==> src/rtl/xcode_pkg.sv <==
// ----------------------------------------------------------------------------
// xcode_pkg
// Shared types, codes and the UTF-8 encoder for the text transcoder.
// ----------------------------------------------------------------------------
package xcode_pkg;

  localparam logic [1:0] ENC_LATIN1   = 2'd0;
  localparam logic [1:0] ENC_UTF16_BOM = 2'd1;
  localparam logic [1:0] ENC_UTF16_BE = 2'd2;
  localparam logic [1:0] ENC_UTF8     = 2'd3;

  localparam logic CFG_SRC_ENC   = 1'b0;
  localparam logic CFG_OUT_LIMIT = 1'b1;

  localparam logic [2:0] ST_OK       = 3'd0;
  localparam logic [2:0] ST_EMPTY    = 3'd1;
  localparam logic [2:0] ST_BAD_MARK = 3'd2;
  localparam logic [2:0] ST_TOO_LONG = 3'd3;
  localparam logic [2:0] ST_BAD_SURR = 3'd4;

  localparam logic [1:0] POS_MARK0 = 2'd0;
  localparam logic [1:0] POS_MARK1 = 2'd1;
  localparam logic [1:0] POS_DATA  = 2'd2;

  typedef struct packed {
    logic [1:0]  src_enc;
    logic [15:0] out_limit;
  } cfg_t;

  typedef struct packed {
    logic [3:0][7:0] bytes;
    logic [2:0]      n;
  } utf8_seq_t;

  // one queued item: up to four bytes plus end-of-string info
  typedef struct packed {
    logic [3:0][7:0] bytes;
    logic [1:0]      last_idx;
    logic            has_data;
    logic            last;
    logic [2:0]      status;
  } entry_t;

  function automatic utf8_seq_t encode_point(input logic [20:0] cp);
    utf8_seq_t s;
    s.bytes = '0;
    if (cp[20:7] == '0) begin
      s.bytes[0] = cp[7:0];
      s.n = 3'd1;
    end else if (cp[20:11] == '0) begin
      s.bytes[0] = {3'b110, cp[10:6]};
      s.bytes[1] = {2'b10, cp[5:0]};
      s.n = 3'd2;
    end else if (cp[20:16] == '0) begin
      s.bytes[0] = {4'b1110, cp[15:12]};
      s.bytes[1] = {2'b10, cp[11:6]};
      s.bytes[2] = {2'b10, cp[5:0]};
      s.n = 3'd3;
    end else begin
      s.bytes[0] = {5'b11110, cp[20:18]};
      s.bytes[1] = {2'b10, cp[17:12]};
      s.bytes[2] = {2'b10, cp[11:6]};
      s.bytes[3] = {2'b10, cp[5:0]};
      s.n = 3'd4;
    end
    return s;
  endfunction

endpackage

==> src/rtl/xcode_front.sv <==
// ----------------------------------------------------------------------------
// xcode_front
// Decodes source bytes into UTF-8 byte groups, tracks mark, surrogate and
// limit state, and hands one queue entry per productive transfer.
// ----------------------------------------------------------------------------
module xcode_front #(
  parameter int COUNT_WIDTH = 16
) (
  input  logic                 clk_i,
  input  logic                 rst_ni,
  input  xcode_pkg::cfg_t      cfg_i,
  input  logic [7:0]           in_byte_i,
  input  logic                 byte_present_i,
  input  logic                 last_in_i,
  input  logic                 in_valid_i,
  output logic                 in_ready_o,
  output logic                 push_o,
  output xcode_pkg::entry_t    entry_o,
  input  logic                 full_i
);
  import xcode_pkg::*;

  logic [1:0]             pos_q, pos_d;
  logic [7:0]             mark_q, mark_d;
  logic                   le_q, le_d;
  logic [7:0]             held_q, held_d;
  logic                   held_vld_q, held_vld_d;
  logic [9:0]             hs_q, hs_d;
  logic                   pend_q, pend_d;
  logic [COUNT_WIDTH:0]   cnt_q, cnt_d;
  logic [2:0]             fault_q, fault_d;

  logic [COUNT_WIDTH+15:0] lim_wide;
  logic [COUNT_WIDTH-1:0]  limit;
  logic                    accept;

  assign lim_wide   = {{COUNT_WIDTH{1'b0}}, cfg_i.out_limit};
  assign limit      = lim_wide[COUNT_WIDTH-1:0];
  assign in_ready_o = !full_i;
  assign accept     = in_valid_i && !full_i;

  always_comb begin
    utf8_seq_t            seq;
    logic [15:0]          u;
    logic [COUNT_WIDTH+1:0] sum;
    logic [2:0]           st;
    pos_d      = pos_q;
    mark_d     = mark_q;
    le_d       = le_q;
    held_d     = held_q;
    held_vld_d = held_vld_q;
    hs_d       = hs_q;
    pend_d     = pend_q;
    cnt_d      = cnt_q;
    fault_d    = fault_q;
    seq        = '0;
    u          = '0;
    sum        = '0;
    st         = ST_OK;

    if (byte_present_i && fault_q == '0) begin
      if (cfg_i.src_enc == ENC_LATIN1) begin
        pos_d = POS_DATA;
        seq   = encode_point({13'd0, in_byte_i});
      end else if (cfg_i.src_enc == ENC_UTF8) begin
        pos_d        = POS_DATA;
        seq.bytes[0] = in_byte_i;
        seq.n        = 3'd1;
      end else if (cfg_i.src_enc == ENC_UTF16_BOM && pos_q == POS_MARK0) begin
        mark_d = in_byte_i;
        pos_d  = POS_MARK1;
      end else if (cfg_i.src_enc == ENC_UTF16_BOM && pos_q == POS_MARK1) begin
        if (mark_q == 8'hff && in_byte_i == 8'hfe) begin
          le_d = 1'b1;
        end else if (mark_q == 8'hfe && in_byte_i == 8'hff) begin
          le_d = 1'b0;
        end else begin
          fault_d = ST_BAD_MARK;
        end
        pos_d = POS_DATA;
      end else begin
        if (cfg_i.src_enc == ENC_UTF16_BE) begin
          le_d  = 1'b0;
          pos_d = POS_DATA;
        end
        if (!held_vld_q) begin
          held_d     = in_byte_i;
          held_vld_d = 1'b1;
        end else begin
          held_vld_d = 1'b0;
          u = le_d ? {in_byte_i, held_q} : {held_q, in_byte_i};
          if (pend_q) begin
            pend_d = 1'b0;
            if (u[15:10] == 6'b110111) begin
              seq = encode_point(21'h10000 + {1'b0, hs_q, u[9:0]});
            end else begin
              fault_d = ST_BAD_SURR;
            end
          end else if (u[15:10] == 6'b110110) begin
            hs_d   = u[9:0];
            pend_d = 1'b1;
          end else if (u[15:10] == 6'b110111) begin
            fault_d = ST_BAD_SURR;
          end else begin
            seq = encode_point({5'd0, u});
          end
        end
      end

      if (seq.n != '0) begin
        sum = {1'b0, cnt_q} + (COUNT_WIDTH+2)'(seq.n);
        if (sum > {2'b00, limit}) begin
          fault_d = ST_TOO_LONG;
          seq.n   = '0;
        end else begin
          cnt_d = sum[COUNT_WIDTH:0];
        end
      end
    end

    if (fault_d != '0) begin
      st = fault_d;
    end else if (cfg_i.src_enc == ENC_UTF16_BOM && pos_d < POS_DATA) begin
      st = ST_BAD_MARK;
    end else if (pend_d) begin
      st = ST_BAD_SURR;
    end else if (cnt_d == '0) begin
      st = ST_EMPTY;
    end else begin
      st = ST_OK;
    end

    entry_o.bytes    = seq.bytes;
    entry_o.has_data = (seq.n != '0);
    entry_o.last_idx = (seq.n != '0) ? 2'(seq.n - 3'd1) : 2'd0;
    entry_o.last     = last_in_i;
    entry_o.status   = last_in_i ? st : ST_OK;
    push_o           = accept && ((seq.n != '0) || last_in_i);

    if (last_in_i) begin
      pos_d      = POS_MARK0;
      mark_d     = '0;
      le_d       = 1'b0;
      held_d     = '0;
      held_vld_d = 1'b0;
      hs_d       = '0;
      pend_d     = 1'b0;
      cnt_d      = '0;
      fault_d    = ST_OK;
    end
  end

  always_ff @(posedge clk_i or negedge rst_ni) begin
    if (!rst_ni) begin
      pos_q      <= POS_MARK0;
      mark_q     <= '0;
      le_q       <= 1'b0;
      held_q     <= '0;
      held_vld_q <= 1'b0;
      hs_q       <= '0;
      pend_q     <= 1'b0;
      cnt_q      <= '0;
      fault_q    <= ST_OK;
    end else if (accept) begin
      pos_q      <= pos_d;
      mark_q     <= mark_d;
      le_q       <= le_d;
      held_q     <= held_d;
      held_vld_q <= held_vld_d;
      hs_q       <= hs_d;
      pend_q     <= pend_d;
      cnt_q      <= cnt_d;
      fault_q    <= fault_d;
    end
  end

endmodule

==> src/rtl/xcode_fifo.sv <==
// ----------------------------------------------------------------------------
// xcode_fifo
// Two-entry queue of decoded byte groups between front and back.
// ----------------------------------------------------------------------------
module xcode_fifo (
  input  logic               clk_i,
  input  logic               rst_ni,
  input  logic               push_i,
  input  xcode_pkg::entry_t  entry_i,
  output logic               full_o,
  input  logic               pop_i,
  output logic               valid_o,
  output xcode_pkg::entry_t  entry_o
);
  import xcode_pkg::*;

  entry_t     mem_q [2];
  logic       wr_ptr_q, rd_ptr_q;
  logic [1:0] fill_q;

  assign full_o  = (fill_q == 2'd2);
  assign valid_o = (fill_q != 2'd0);
  assign entry_o = mem_q[rd_ptr_q];

  always_ff @(posedge clk_i) begin
    if (push_i) begin
      mem_q[wr_ptr_q] <= entry_i;
    end
  end

  always_ff @(posedge clk_i or negedge rst_ni) begin
    if (!rst_ni) begin
      wr_ptr_q <= 1'b0;
      rd_ptr_q <= 1'b0;
      fill_q   <= 2'd0;
    end else begin
      if (push_i) begin
        wr_ptr_q <= !wr_ptr_q;
      end
      if (pop_i) begin
        rd_ptr_q <= !rd_ptr_q;
      end
      fill_q <= fill_q + 2'(push_i) - 2'(pop_i);
    end
  end

endmodule

==> src/rtl/xcode_back.sv <==
// ----------------------------------------------------------------------------
// xcode_back
// Serializes queued byte groups into single result transfers through an
// output register.
// ----------------------------------------------------------------------------
module xcode_back (
  input  logic               clk_i,
  input  logic               rst_ni,
  input  logic               valid_i,
  input  xcode_pkg::entry_t  entry_i,
  output logic               pop_o,
  output logic [7:0]         out_byte_o,
  output logic               byte_valid_o,
  output logic               out_last_o,
  output logic [2:0]         status_o,
  output logic               out_valid_o,
  input  logic               out_ready_i
);
  import xcode_pkg::*;

  logic [1:0] idx_q;
  logic       vld_q;
  logic [7:0] byte_q;
  logic       bvld_q, last_q;
  logic [2:0] st_q;
  logic       load, final_byte;

  assign load       = valid_i && (!vld_q || out_ready_i);
  assign final_byte = (idx_q == entry_i.last_idx);
  assign pop_o      = load && final_byte;

  always_ff @(posedge clk_i) begin
    if (load) begin
      byte_q <= entry_i.has_data ? entry_i.bytes[idx_q] : 8'd0;
      bvld_q <= entry_i.has_data;
      last_q <= entry_i.last && final_byte;
      st_q   <= (entry_i.last && final_byte) ? entry_i.status : ST_OK;
    end
  end

  always_ff @(posedge clk_i or negedge rst_ni) begin
    if (!rst_ni) begin
      vld_q <= 1'b0;
      idx_q <= '0;
    end else begin
      if (load) begin
        vld_q <= 1'b1;
        idx_q <= final_byte ? 2'd0 : idx_q + 2'd1;
      end else if (out_ready_i) begin
        vld_q <= 1'b0;
      end
    end
  end

  assign out_valid_o  = vld_q;
  assign out_byte_o   = byte_q;
  assign byte_valid_o = bvld_q;
  assign out_last_o   = last_q;
  assign status_o     = st_q;

endmodule

==> src/rtl/text_to_utf8_transcoder.sv <==
// ----------------------------------------------------------------------------
// text_to_utf8_transcoder
// Converts Latin-1, UTF-16 (with or without byte order mark) or UTF-8 text
// into a UTF-8 byte stream with an end-of-string status.
// ----------------------------------------------------------------------------
// The input side takes one source byte per cycle while the queue is not full
// and decodes it into a group of zero to four UTF-8 bytes, queued in a
// two-entry buffer. The output side sends one UTF-8 byte per cycle from a
// registered stage while out_ready is high, so an item is sent as one transfer
// per byte it yields (at least one transfer, four for a character outside the
// basic plane); the output serializer sets the sustained rate. The last
// transfer of each string carries out_last and the status; a string whose
// final item yields no byte gets one transfer with byte_valid low.
// Configuration must be written only while the block is idle; the block
// itself does not enforce this.
module text_to_utf8_transcoder #(
  parameter int COUNT_WIDTH = 16
) (
  input  logic        clk_i,
  input  logic        rst_ni,
  input  logic        cfg_we_i,
  input  logic        cfg_index_i,
  input  logic [15:0] cfg_wdata_i,
  input  logic [7:0]  in_byte_i,
  input  logic        byte_present_i,
  input  logic        last_in_i,
  input  logic        in_valid_i,
  output logic        in_ready_o,
  output logic [7:0]  out_byte_o,
  output logic        byte_valid_o,
  output logic        out_last_o,
  output logic [2:0]  status_o,
  output logic        out_valid_o,
  input  logic        out_ready_i
);
  import xcode_pkg::*;

  cfg_t   cfg_q;
  logic   push, full, pop, q_valid;
  entry_t push_entry, head_entry;

  always_ff @(posedge clk_i or negedge rst_ni) begin
    if (!rst_ni) begin
      cfg_q.src_enc   <= ENC_LATIN1;
      cfg_q.out_limit <= 16'd1023;
    end else if (cfg_we_i) begin
      case (cfg_index_i)
        CFG_SRC_ENC:   cfg_q.src_enc   <= cfg_wdata_i[1:0];
        CFG_OUT_LIMIT: cfg_q.out_limit <= cfg_wdata_i;
        default:       cfg_q           <= cfg_q;
      endcase
    end
  end

  xcode_front #(
    .COUNT_WIDTH(COUNT_WIDTH)
  ) u_front (
    .clk_i         (clk_i),
    .rst_ni        (rst_ni),
    .cfg_i         (cfg_q),
    .in_byte_i     (in_byte_i),
    .byte_present_i(byte_present_i),
    .last_in_i     (last_in_i),
    .in_valid_i    (in_valid_i),
    .in_ready_o    (in_ready_o),
    .push_o        (push),
    .entry_o       (push_entry),
    .full_i        (full)
  );

  xcode_fifo u_fifo (
    .clk_i  (clk_i),
    .rst_ni (rst_ni),
    .push_i (push),
    .entry_i(push_entry),
    .full_o (full),
    .pop_i  (pop),
    .valid_o(q_valid),
    .entry_o(head_entry)
  );

  xcode_back u_back (
    .clk_i       (clk_i),
    .rst_ni      (rst_ni),
    .valid_i     (q_valid),
    .entry_i     (head_entry),
    .pop_o       (pop),
    .out_byte_o  (out_byte_o),
    .byte_valid_o(byte_valid_o),
    .out_last_o  (out_last_o),
    .status_o    (status_o),
    .out_valid_o (out_valid_o),
    .out_ready_i (out_ready_i)
  );

endmodule
==> config.mk <==
export PLATFORM = sky130hd
export DESIGN_NAME = text_to_utf8_transcoder
export DESIGN_NICKNAME = d
export VERILOG_FILES = /design/src/rtl/xcode_pkg.sv /design/src/rtl/xcode_front.sv /design/src/rtl/xcode_fifo.sv /design/src/rtl/xcode_back.sv /design/src/rtl/text_to_utf8_transcoder.sv
export SDC_FILE = /design/constraint.sdc
export NUM_CORES = 1
export LEC_CHECK = 0
export ABC_CLOCK_PERIOD_IN_PS = 16149
export BUFFER_PORTS_ARGS = -buffer_cell sky130_fd_sc_hd__buf_2
export CORE_MARGIN = 2
export CORE_UTILIZATION = 66
export DETAILED_ROUTE_END_ITERATION = 16
export PLACE_DENSITY = 0.95
export SLEW_MARGIN = 15
export SYNTH_ARGS = -nofsm -noshare
export SYNTH_HDL_FRONTEND = slang
export SYNTH_SLANG_ARGS = --single-unit
==> constraint.sdc <==
create_clock -name clk_i -period 16.15 [get_ports clk_i]
set_input_delay 1.615 -clock clk_i [delete_from_list [all_inputs] [get_ports clk_i]]
set_output_delay 1.615 -clock clk_i [all_outputs]
set_load 0.01 [all_outputs]
==> metrics.txt <==
outcome=complete, no violations; worst slew margin relative to its limit=0.337; power per standard cell area=162 mW/mm^2; Routed Wire Length=23300 um; cell area after technology mapping=0.00899 sq mm; instance count of the mapped netlist=851; sequential group share of total power=0.398; summed area of non-filler cells in the final layout=0.00992 sq mm; net switching power of the design=614 uW; critical path endpoint=u_fifo.fill_q[1]$_DFF_PN0_; multi-input gate area in the final layout=0.00423 sq mm; number of unique standard cell types used by synthesis=70; WP data arrival=9150 ps; overall power after layout=1610 uW; CTS resizes=0; number of buffers inserted by post-CTS setup repair=0; endpoint required time on the critical path=16510 ps; FF/Latch Area=0.00447 sq mm; leading cell type in the layout, fill and taps excluded=sky130_fd_sc_hd__nor2_1; Post-DRT Antenna Nets=0; Worst IR Drop VDD=0.0955 mV; slew of the pin with the lowest slew margin=994 ps; Final Hold Violating Endpoints=0; # H-tree levels=4; fraction of power spent switching nets=0.382; number of diodes=0; sum of negative setup slack=0 ps; Slowest Stage Delay on Critical Path=800 ps; routed via count=7147; average footprint of a synthesized cell=10.6 sq um; via count of the first global-routing pass=6898; Post-DP Area=0.00934 sq mm; vias per std cell=6.67; antenna violations before repair=0; most frequent CP cell=sky130_fd_sc_hd__ha_1; area of the die=0.0146 sq mm; first-pass GRT wire length=37100 um; CP Capture Type=flip-flop; clock tree from TritonCTS=done; share of the cycle needed by the critical path after routing=0.544; share of post-route cells with drive strength above 1=0.180; Yosys top cell area share=0.284; Buffers on Ports=46; Post-CTS Hold Fix Bufs=0; total number of yosys warnings=0; maximum fanout along the worst path=25; clock-pin slew of the registers on the worst-case setup and hold paths=70 ps; Critical Setup Path Class=flip-flop to flip-flop; buffers from clock root to sink, at most=2; overflow left after global routing=0; 1st-pass router iterations=6; detailed-route wire length per cell=21.8 um; total of endpoints with negative setup slack in the final report=0; critical register-to-register path startpoint=cfg_q[16]$_DFFE_PN0P_; reg2reg path depth=29; final worst clock skew=15.1 ps; Std-Cell Core Area=0.0133 sq mm; Power Internal=995 uW; worst min-delay path class=flip-flop to flip-flop; maximum number of pins on one net before global-route repair=77; minimum clock period=8790 ps; Clk network pwr share=0.246; unrepaired setup endpoints after global routing=false; master of the slowest instance on the critical path=sky130_fd_sc_hd__a211oi_2; number of synthesized flops with an enable pin=85; combinational share of power=0.356; FP Rows=42; most frequently used flop master after synthesis=sky130_fd_sc_hd__edfxtp_1; cells taking the most area after synthesis=sky130_fd_sc_hd__edfxtp_1, sky130_fd_sc_hd__dfrtp_1, sky130_fd_sc_hd__mux2_2; vertical extent of the die=121 um; initial standard-cell utilization of the core=0.677; highest-count cells in the layout ignoring fill and taps=sky130_fd_sc_hd__nor2_1, sky130_fd_sc_hd__edfxtp_1, sky130_fd_sc_hd__nand2_1; Worst R2R End=u_fifo.fill_q[1]$_DFF_PN0_; iteration-0 DRC count of the detailed router=1004; Leakage=0.00415 uW; Detailed Place HPWL=16000 um; GRT Resource Usage Total=0.338; count of pins over their slew limit=0; type of origin of the critical path=flip-flop; Root Driver=sky130_fd_sc_hd__clkbuf_16; fill cell total of the finished layout=870; boundary pin count=47; number of clock sinks seen by CTS=161; worst setup path startpoint=cfg_q[16]$_DFFE_PN0P_; GP Congestion=0.960; total of flip-flops plus latches after synthesis=161; Num CTS Buffers=17; Area growth, synth to finish=10.3%; number of design rule violations left after detail routing=0; total nets after synthesis=911; later-pin clock latency in the skew report=440 ps; FFs w/ async S/R, synth=0.472; net count reported at finish=942; cell taking the most area after synthesis=sky130_fd_sc_hd__edfxtp_1; Peak Freq=0.114 GHz; FF-to-FF setup slack=7360 ps; max-capacitance violation count=0; post-route core utilization=0.746; portion of the post-synthesis area used by sequential elements=0.497; Die Width=121 um
## critical path, delay by kind of cell (launching register included)
| family | cells | cell delay [ps] |
|---|---|---|
| mux | 1 | 570 |
| buf+inv | 2 | 180 |
| fa+ha+maj | 5 | 1400 |
| xor+xnor | 3 | 640 |
| flops | 1 | 410 |
| simple gates | 8 | 2350 |
| compound gates | 10 | 3130 |
## how the worst min path moves through the flow
stage	to	start	slack, ps	cells past startpoint
2_1_floorplan	u_fifo.wr_ptr_q$_DFFE_PN0P_	u_fifo.wr_ptr_q$_DFFE_PN0P_	460	1
3_3_place_gp	u_back.out_valid_o$_DFFE_PN0P_	u_back.out_valid_o$_DFFE_PN0P_	490	2
3_5_place_dp	cfg_q[13]$_DFFE_PN0P_	cfg_q[13]$_DFFE_PN0P_	490	1
4_1_cts	cfg_q[15]$_DFFE_PN0P_	cfg_q[15]$_DFFE_PN0P_	510	1
5_1_grt	u_front.mark_q[6]$_DFFE_PN0P_	u_front.mark_q[6]$_DFFE_PN0P_	520	1
6_report	u_front.mark_q[5]$_DFFE_PN0P_	u_front.mark_q[5]$_DFFE_PN0P_	510	1
## Yosys cell counts (all sizes together), types with 6 or more instances
| master | number |
|---|---|
| buf | 10 |
| ha | 27 |
| inv | 36 |
| xor2 | 13 |
| a22oi | 18 |
| nand2b | 10 |
| o221ai | 6 |
| nand2 | 81 |
| dfstp | 10 |
| nor4 | 9 |
| or4 | 7 |
| nor3 | 21 |
| mux2i | 30 |
| clkbuf | 32 |
| dfrtp | 66 |
| edfxtp | 85 |
| xnor2 | 10 |
| a21oi | 44 |
| nand4 | 7 |
| and3 | 9 |
| nand3 | 15 |
| nor2b | 12 |
| and2 | 11 |
| o22ai | 9 |
| a21o | 13 |
| o21ai | 63 |
| mux2 | 36 |
| nor2 | 87 |
| mux4 | 14 |
## power by group through the flow
stage / sequential [uW] / clock [uW] / combinational, uW
floorplan: 606 / 0 / 416
global placement: 635 / 0 / 532
detailed placement: 645 / 0 / 551
CTS: 640 / 397 / 563
global route: 652 / 412 / 619
finish: 641 / 395 / 573
## layout make-up
cell class	count	area share
tap	176	0.0222
multi-input combinational	612	0.426
clock buffer	18	0.0443
sequential	161	0.450
inverter	36	0.0136
clock inverter	14	0.0144
timing repair buffer	54	0.0295
## layer usage
layer  global-route usage  wire length, um  vias to the layer above  share of wire
met1                0.455             9320                     3380           0.40
met5                    0                0                        -              0
met3               0.0675             2050                      101          0.088
met4                0.169             1050                        0          0.045
li1                     -                -                     3199              -
met2                0.526            10900                      467           0.47
## logic make-up after synthesis
logic type	Yosys count	synth area share
AND/OR/NAND/NOR	289	0.157
XOR/XNOR	23	0.0224
flip-flops	161	0.497
adder cells (fa/ha/maj)	28	0.0398
buffers and inverters	78	0.0338
AO/OA/AOI/OAI	192	0.137
multiplexers	80	0.114
## stage by stage
| step | std cells | setup slack [ps] | hold WS (ps) |
|---|---|---|---|
| final | 1071 | 7360 | 510 |
| after global routing | 1071 | 6750 | 516 |
| after CTS | 1071 | 7530 | 509 |
| after detailed placement | 1039 | 7350 | 495 |
| after global placement | 1039 | 7630 | 488 |
| after floorplan | 851 | 7280 | 460 |
## state kept, by name, indices dropped and copies added (netlist names), 3 cells and up
name	count
cfg_q	18
u_back.out_byte_o	8
u_back.status_o	3
u_fifo.mem_q	72
u_front.cnt_q	17
u_front.fault_q	3
u_front.held_q	8
u_front.hs_q	10
u_front.mark_q	8
Power figures use the tool's default switching activity.
